<file path="src/design/sbr_pkg.sv">
// ----------------------------------------------------------------------------
// Subpixel box resolve package
// Shared constants, register codes, channel payloads and control structs.
// ----------------------------------------------------------------------------
`default_nettype none

package sbr_pkg;

    localparam int MAX_LEVEL_DEF = 4;
    localparam int MAX_WIDTH_DEF = 1024;

    localparam int LEVEL_RESET = 1;
    localparam int WIDTH_RESET = 1024;

    localparam int CFG_IDX_W   = 1;
    localparam int CFG_DATA_W  = 11;
    localparam int LEVEL_CFG_W = 3;
    localparam int WIDTH_CFG_W = 11;

    localparam int COLOR_W     = 8;
    localparam int DEPTH_W     = 16;
    localparam int PIXEL_X_W   = 10;
    localparam int CHANNEL_MAX = 255;

    localparam logic [DEPTH_W-1:0] DEPTH_EMPTY = 16'hFFFF;

    typedef enum logic [CFG_IDX_W-1:0] {
        REG_LEVEL = 1'b0,
        REG_WIDTH = 1'b1
    } cfg_reg_t;

    typedef logic [PIXEL_X_W-1:0] pixel_x_t;

    typedef struct packed {
        logic [COLOR_W-1:0] in_red;
        logic [COLOR_W-1:0] in_green;
        logic [COLOR_W-1:0] in_blue;
        logic [DEPTH_W-1:0] in_depth;
        logic               frame_start;
    } in_item_t;

    typedef struct packed {
        logic [COLOR_W-1:0] out_red;
        logic [COLOR_W-1:0] out_green;
        logic [COLOR_W-1:0] out_blue;
        logic [COLOR_W-1:0] out_alpha;
        logic [DEPTH_W-1:0] out_depth;
        pixel_x_t           pixel_x;
        logic               row_last;
    } out_item_t;

    typedef struct packed {
        logic load;
        logic rd;
        logic update;
        logic div_init;
        logic div_step;
        logic out_load;
        logic pos_init;
        logic pos_step;
        logic pos_done;
    } ctrl_cmd_t;

    typedef struct packed {
        logic is_last;
        logic out_free;
        logic level_wr;
    } ctrl_status_t;

endpackage

`default_nettype wire

</file>
<file path="src/design/sbr_ctrl.sv">
// ----------------------------------------------------------------------------
// Subpixel box resolve controller
// Sequences sample accumulation, the output divide and the position rebuild.
// ----------------------------------------------------------------------------
`default_nettype none

module sbr_ctrl #(
    parameter int MAX_LEVEL = sbr_pkg::MAX_LEVEL_DEF,
    parameter int MAX_WIDTH = sbr_pkg::MAX_WIDTH_DEF
) (
    input  wire logic                  aclk,
    input  wire logic                  aresetn,
    input  wire logic                  s_valid,
    output logic                       s_ready,
    output sbr_pkg::ctrl_cmd_t         cmd,
    input  wire sbr_pkg::ctrl_status_t status
);

    localparam int CW     = $clog2(MAX_WIDTH * MAX_LEVEL);
    localparam int CNT_W  = $clog2((CW > 8) ? CW : 8);
    localparam int QSTEPS = sbr_pkg::COLOR_W;

    typedef enum logic [2:0] {
        S_IDLE,
        S_READ,
        S_UPDATE,
        S_DIV,
        S_OUT,
        S_POS_INIT,
        S_POS_STEP,
        S_POS_DONE
    } state_t;

    state_t             state_reg, state_next;
    logic [CNT_W-1:0]   cnt_reg, cnt_next;
    logic               stale_reg, stale_next;
    logic               ready_reg;

    always_comb begin
        state_next = state_reg;
        cnt_next   = cnt_reg;
        stale_next = stale_reg || status.level_wr;
        cmd        = '0;

        unique case (state_reg)
            S_IDLE: begin
                if (s_valid && ready_reg) begin
                    cmd.load   = 1'b1;
                    state_next = S_READ;
                end else if (stale_reg) begin
                    state_next = S_POS_INIT;
                end
            end
            S_READ: begin
                cmd.rd     = 1'b1;
                state_next = S_UPDATE;
            end
            S_UPDATE: begin
                cmd.update = 1'b1;
                if (status.is_last) begin
                    cmd.div_init = 1'b1;
                    cnt_next     = CNT_W'(QSTEPS - 1);
                    state_next   = S_DIV;
                end else begin
                    state_next = S_IDLE;
                end
            end
            S_DIV: begin
                cmd.div_step = 1'b1;
                if (cnt_reg == '0) begin
                    state_next = S_OUT;
                end else begin
                    cnt_next = cnt_reg - CNT_W'(1);
                end
            end
            S_OUT: begin
                if (status.out_free) begin
                    cmd.out_load = 1'b1;
                    state_next   = S_IDLE;
                end
            end
            S_POS_INIT: begin
                cmd.pos_init = 1'b1;
                stale_next   = status.level_wr;
                cnt_next     = CNT_W'(CW - 1);
                state_next   = S_POS_STEP;
            end
            S_POS_STEP: begin
                cmd.pos_step = 1'b1;
                if (cnt_reg == '0) begin
                    state_next = S_POS_DONE;
                end else begin
                    cnt_next = cnt_reg - CNT_W'(1);
                end
            end
            S_POS_DONE: begin
                cmd.pos_done = 1'b1;
                state_next   = S_IDLE;
            end
            default: begin
                state_next = S_IDLE;
            end
        endcase
    end

    always_ff @(posedge aclk) begin
        if (!aresetn) begin
            state_reg <= S_IDLE;
            cnt_reg   <= '0;
            stale_reg <= 1'b0;
            ready_reg <= 1'b0;
        end else begin
            state_reg <= state_next;
            cnt_reg   <= cnt_next;
            stale_reg <= stale_next;
            ready_reg <= (state_next == S_IDLE) && !stale_next;
        end
    end

    assign s_ready = ready_reg;

endmodule

`default_nettype wire

</file>
<file path="config.mk">
export PLATFORM = sky130hd
export DESIGN_NAME = sbr_ctrl
export DESIGN_NICKNAME = d
export VERILOG_FILES = /design/src/design/sbr_pkg.sv /design/src/design/sbr_ctrl.sv
export SDC_FILE = /design/constraint.sdc
export NUM_CORES = 1
export LEC_CHECK = 0
export BUFFER_PORTS_ARGS = -buffer_cell sky130_fd_sc_hd__buf_2
export CORE_AREA = 5 5 42 44
export DETAILED_ROUTE_END_ITERATION = 10
export DIE_AREA = 0 0 47 49
export GPL_ROUTABILITY_DRIVEN = 0
export HOLD_SLACK_MARGIN = 0.06
export PLACE_DENSITY_LB_ADDON = 0.3
export SYNTH_ARGS = -nofsm -noshare
export SYNTH_HDL_FRONTEND = slang
export SYNTH_SLANG_ARGS = --single-unit
</file>
<file path="constraint.sdc">
create_clock -name aclk -period 2.5 [get_ports aclk]
set_input_delay 0.125 -clock aclk [delete_from_list [all_inputs] [get_ports aclk]]
set_output_delay 0.125 -clock aclk [all_outputs]
set_load 0.02 [all_outputs]
</file>
==> metrics.cfg, run 1 <==
[worst_hold_path]
min_to=stale_reg
min_path_type=input port to register
min_from=status[0]
whs_path_depth=3

[setup_path]
crit_type=register to register
reg2reg_slack_ps=800
startpoint_type=register
rr_endpoint=state_reg[0]
path_max_fanout=6
critPathRequiredTime_ps=2650
crit_arrival_ps=1860
reg2reg_from=cnt_reg[0]
critPathCaptureType=register
r2r_cells=6

[synth]
synth_top_family_by_area=simple AND/OR/NAND/NOR gates
synth_fa_ha_area_share_pct=2.00
synth-simple-area-share_pct=36.8
synth_compound_area_share_pct=22.4
yosys.area.top_type=dfxtp_1
synth_edf_count=0
async_reset_ff_share_pct=0
synth_seq_cells=9
synth_nets=83
yosysWarnings=0
synth.area.top_cells=dfxtp_1, and2_1, nand2_1, nor2b_1, nor3_1
synth_ff_type=dfxtp_1
yosys-top-cells-count=dfxtp_1, nand2_1, and2_1, inv_1, nor3_1
netlist.area_leader.share_pct=28.8
synth_cell_types=32
synth_xor_area_share_pct=2.60
syn_area_um2=626
ys_seq_area_share_pct=28.8
synth_most_common_cell=dfxtp_1
synthCells=76
syn_area_per_cell_um2=8.23
synth_mux_area_share_pct=0

[floorplanning]
initial_utilization_pct=44.6
ios=16
fp-row-count=14
die_area_um2=2300
coreArea_um2=1400
die_w_um=47
dieHeight_um=49

[sta]
fin_crit_ps=1700
fin_skew_ps=3.10
fmax_mhz=587
rsz0062_at_grt=no
period_share_pct=68.1
final.setup.tns_ps=0
worst-slew-pin-transition_ps=505
relSlewSlack_pct=66.3
slew_violations=0
setup_viol=0
hold_viol=0

[route]
drcViolationCount=0
wire_per_inst_um=13.9
vias=625
drt-initial-drc-count=22
vias_per_cell=5.84
route.final.wire_length_um=1490
ant_nets=0
first_pass_iters=4

[layout]
nFillCells=149
multi_input_area_um2=399
instances_no_fill=107
final_area_um2=723
diodes=0
nNetsFinal=99
seqCellArea_um2=180
largest_reg_flops=4
drive_gt1_share_pct=26.4
utilization_pct=51.6
syn_to_final_growth_pct=15.6

[power_and_ir_drop]
seqPwrFrac_pct=37.9
p_sw_share_pct=43.6
cellLeakagePower_nw=0.346
clkPwrFrac_pct=17.1
irDropWorstVdd_mv=0.417
p_total_uw=639
power_density_nw_per_um2=884
switchingPower_uw=279
pwr-share-comb_pct=45.0
p_int_uw=360

[clock_network]
post_cts_buffers=0
cts_tree=yes
ctsHtreeMaxLevel=1
clockBufferDepth=2
cts_buffers=3
ctsRootBufferMaster=clkbuf_4
clk-insertion-delay-late_ps=260
path_clk_slew_ps=60
cts_resized=0
hold_buffers=0
clkSinkCount=9

[run_status]
status=finished clean

[place]
placed_cell_area_um2=697
portBuffers=15
dp.final_hpwl_um=1150
place_inst=103

[global_routing]
grt_max_degree=18
grt_pass1_wl_um=2360
grt_use_total_pct=13.7
grt.overflow.total=0
grt_pass1_vias=533
grt_antenna_before_repair=0

[job]
drv_cap=0

-- placed cells by master (no fill, tap or decap) --
cell type / Yosys / final
buf_2: 1 / 15
dfxtp_1: 9 / 9
nand2_1: 7 / 7
inv_1: 6 / 6
and2_1: 6 / 6
nor3_1: 5 / 5
nor2b_1: 4 / 4
nor2_1: 3 / 3
and3_1: 3 / 3
a21oi_1: 3 / 3
nand3_1: 3 / 3
clkbuf_4: 0 / 3
o22ai_1: 2 / 2
o211ai_1: 2 / 2
o2111ai_1: 2 / 2
o211a_1: 2 / 2
nand3b_1: 1 / 1
nor3b_2: 1 / 1
nor3_2: 1 / 1
and4bb_4: 1 / 1
o21ai_1: 1 / 1
o31ai_4: 1 / 1
or2_1: 1 / 1
xor2_2: 1 / 1
o21ai_0: 1 / 1
a32o_1: 1 / 1
a2bb2oi_1: 1 / 1
o32a_1: 1 / 1
nor4_2: 1 / 1
nand4_1: 1 / 1
ha_1: 1 / 1
clkbuf_1: 1 / 1
-- kinds of logic (layout without fill, tap and decap cells) --
| family | count (synthesis) | count (layout) |
|---|---|---|
| fa+ha+maj | 1 | 1 |
| buf+inv | 10 | 25 |
| simple gates | 38 | 38 |
| compound gates | 17 | 17 |
| flops | 9 | 9 |
| xor+xnor | 1 | 1 |
-- power by group through the flow --
stage / clock network, mW / registers [mW] / logic (mW)
CTS: 0.114 / 0.239 / 0.289
global placement: 0 / 0.241 / 0.281
floorplan: 0 / 0.199 / 0.270
detailed placement: 0 / 0.242 / 0.287
finish: 0.109 / 0.242 / 0.288
global route: 0.121 / 0.251 / 0.315
-- critical path, stage by stage (launching register included) --
cell and delay, ps:
dfxtp_1 340, inv_1 70, ha_1 210, nor3b_2 300, nor3_2 130, o32a_1 400
and2_1 160
-- worst max-delay path by stage --
stage / to / slack [ps] / start
floorplan: state_reg[0] / 960 / cnt_reg[0]
global placement: cnt_reg[3] / 850 / state_reg[2]
detailed placement: state_reg[0] / 810 / cnt_reg[0]
CTS: state_reg[0] / 800 / cnt_reg[0]
global route: cmd[7] / 660 / state_reg[0]
finish: state_reg[0] / 800 / cnt_reg[0]
-- cell type report --
cell class	instances	share of cell area (%)
sequential	9	24.9
clock buffer	4	3.63
tap	16	2.77
timing repair buffer	15	10.4
multi-input combinational	57	55.2
inverter	6	3.11
-- metrics by stage --
stage / setup slack (ps) / hold WS [ps]
finish: 797 / 127
global route: 658 / 143
CTS: 799 / 129
detailed placement: 811 / 400
global placement: 854 / 376
floorplan: 962 / 275
-- metal layers --
layer / vias up / part of all wire [%] / GRT usage (%)
li1: 302 / - / -
met1: 293 / 44 / 17.0
met2: 25 / 46 / 19.7
met3: 5 / 8.0 / 4.06
met4: 0 / 2.1 / 8.76
met5: - / 0 / 0
No activity file was read; power rests on OpenSTA's default activity.
==> run 2: changes to the inputs <==
CORE_AREA = unset   (was 5 5 42 44)
CORE_MARGIN = 5   (was unset)
CORE_UTILIZATION = 45   (was unset)
DIE_AREA = unset   (was 0 0 47 49)
clock period = 1.5 ns   (was 2.5 ns; I/O delays follow)
==> run 2 against run 1 <==
Compared with the run above: flip-flop and latch count unchanged; final area up 19%; via count increased by 2.7%; setup slack worse by 790 ps; highest routed layer unchanged.
==> metrics.cfg, run 2 (same netlist as run 1, synthesis figures left out) <==
[run_status]
status=finished clean

[setup_path]
path_cells=inv_2 -> ha_4 -> and4bb_4 -> o31ai_4 -> or2_1 -> a32o_1
crit_type=register to register
max_stage_delay_ps=320
cpLargestDelayFamily=simple AND/OR/NAND/NOR gates
critPathRequiredTime_ps=1640
crit_buf_inv=1
critPathCaptureType=register
path_max_fanout=5
slowest_stage=dfxtp_2
crit_arrival_ps=1640
startpoint_type=register

[power_and_ir_drop]
power_density_nw_per_um2=1490
irDropWorstVdd_mv=0.841
cellLeakagePower_nw=0.414

[route]
first_pass_iters=5
wire_per_inst_um=12.3
ant_nets=0
vias_per_cell=5.44
drcViolationCount=0
route.final.wire_length_um=1450
drt-initial-drc-count=11
vias=642

[floorplanning]
ios=16
coreArea_um2=1300
initial_utilization_pct=48.1
die_w_um=47.3
fp-row-count=13
die_area_um2=2240
dieHeight_um=47.3

[sta]
hold_viol=0
fmax_mhz=668
fin_skew_ps=0.288
fin_crit_ps=1500
setup_viol=0
worst-slew-pin-transition_ps=319
whs_ps=62.2
slew_violations=0
period_share_pct=99.8
rsz0062_at_grt=yes
relSlewSlack_pct=78.6

[layout]
final_area_um2=862
layout_common_cells=buf_2, buf_4, nand2_1
layout_commonest_cell=buf_2
syn_to_final_growth_pct=37.8
largest_reg_flops=4
instances_no_fill=118
drive_gt1_share_pct=45.6
diodes=0
nFillCells=119
nNetsFinal=111

[clock_network]
ctsRootBufferMaster=clkbuf_4
cts_tree=yes
clkSinkCount=9
ctsHtreeMaxLevel=1
clk-insertion-delay-late_ps=250
clockBufferDepth=2
path_clk_slew_ps=60
cts_buffers=3

[global_routing]
grt.overflow.total=0
grt_use_total_pct=14.5
grt_antenna_before_repair=0
grt_max_degree=11
grt_pass1_wl_um=2240
grt_pass1_vias=524

[place]
place_inst=113
portBuffers=15
placed_cell_area_um2=782
dp.final_hpwl_um=1140

[job]
drv_cap=0

[worst_hold_path]
min_path_type=input port to register

==> run 2: changes by cell type in the layout (fill, tap and decap cells not counted), sizes merged <==
| cell | delta |
|---|---|
| buf | +12 |
==> run 2: per-stage QoR <==
| stage | TNS [ps] | utilization [%] | setup WS [ps] | total power, mW |
|---|---|---|---|---|
| 6_report | 0 | 66.3 | 2.40 | 1.28 |
| 5_1_grt | -351 | 66.3 | -82.7 | 1.39 |
| 4_1_cts | 0 | 65.0 | 0.0183 | 1.26 |
| 3_5_place_dp | -22.8 | 60.1 | -16.3 | 1.01 |
| 3_3_place_gp | 0 | 60.1 | 11.8 | 0.992 |
| 2_1_floorplan | 0 | - | 10.4 | 0.785 |
==> run 2: path summary, 6_finish.rpt <==
kind / from / slack [ps] / depth (start not counted) / end
min reg2reg: cnt_reg[2] / 540 / 2 / cnt_reg[2]
max: cnt_reg[1] / 2 / 6 / cnt_reg[3]
max reg2reg: cnt_reg[1] / 2 / 6 / cnt_reg[3]
min: status[0] / 60 / 3 / stale_reg
==> run 2: what timing repair did <==
item | in CTS | in global routing
cloned | 0 | 0
resized for setup | 8 | 5
setup buffers | 1 | 0
hold buffers | 0 | 0
endpoints found under the setup margin | 5 | 9
pin swaps | 6 | 4
==> run 2: cell type report <==
cell class	instances	area (um^2)	area share (%)
Multi-Input combinational cell	57	440	51.1
Sequential cell	9	185	21.5
Timing Repair Buffer	27	169	19.6
Clock buffer	4	26.3	3.05
Inverter	6	22.5	2.61
Tap cell	15	18.8	2.18
==> run 2: routing by layer <==
| metal | up-vias | GRT usage, % | wire length [um] |
|---|---|---|---|
| li1 | 327 | - | - |
| met1 | 297 | 17.6 | 636 |
| met2 | 16 | 24.1 | 703 |
| met3 | 2 | 2.30 | 94 |
| met4 | 0 | 8.29 | 13 |
| met5 | - | 0 | 0 |
==> run 2: worst reg2reg max path: cells and delay by family (launching register included) <==
| family | cells | cell delay (ps) |
|---|---|---|
| buf+inv | 1 | 60 |
| flops | 1 | 320 |
| fa+ha+maj | 1 | 140 |
| compound gates | 2 | 320 |
| simple gates | 2 | 560 |
==> run 2: where the power goes <==
part	leakage, nW	internal, mW	switching (mW)
combinational	0.323	0.371	0.364
sequential	0.0754	0.294	0.0757
clock	0.0150	0.102	0.0752
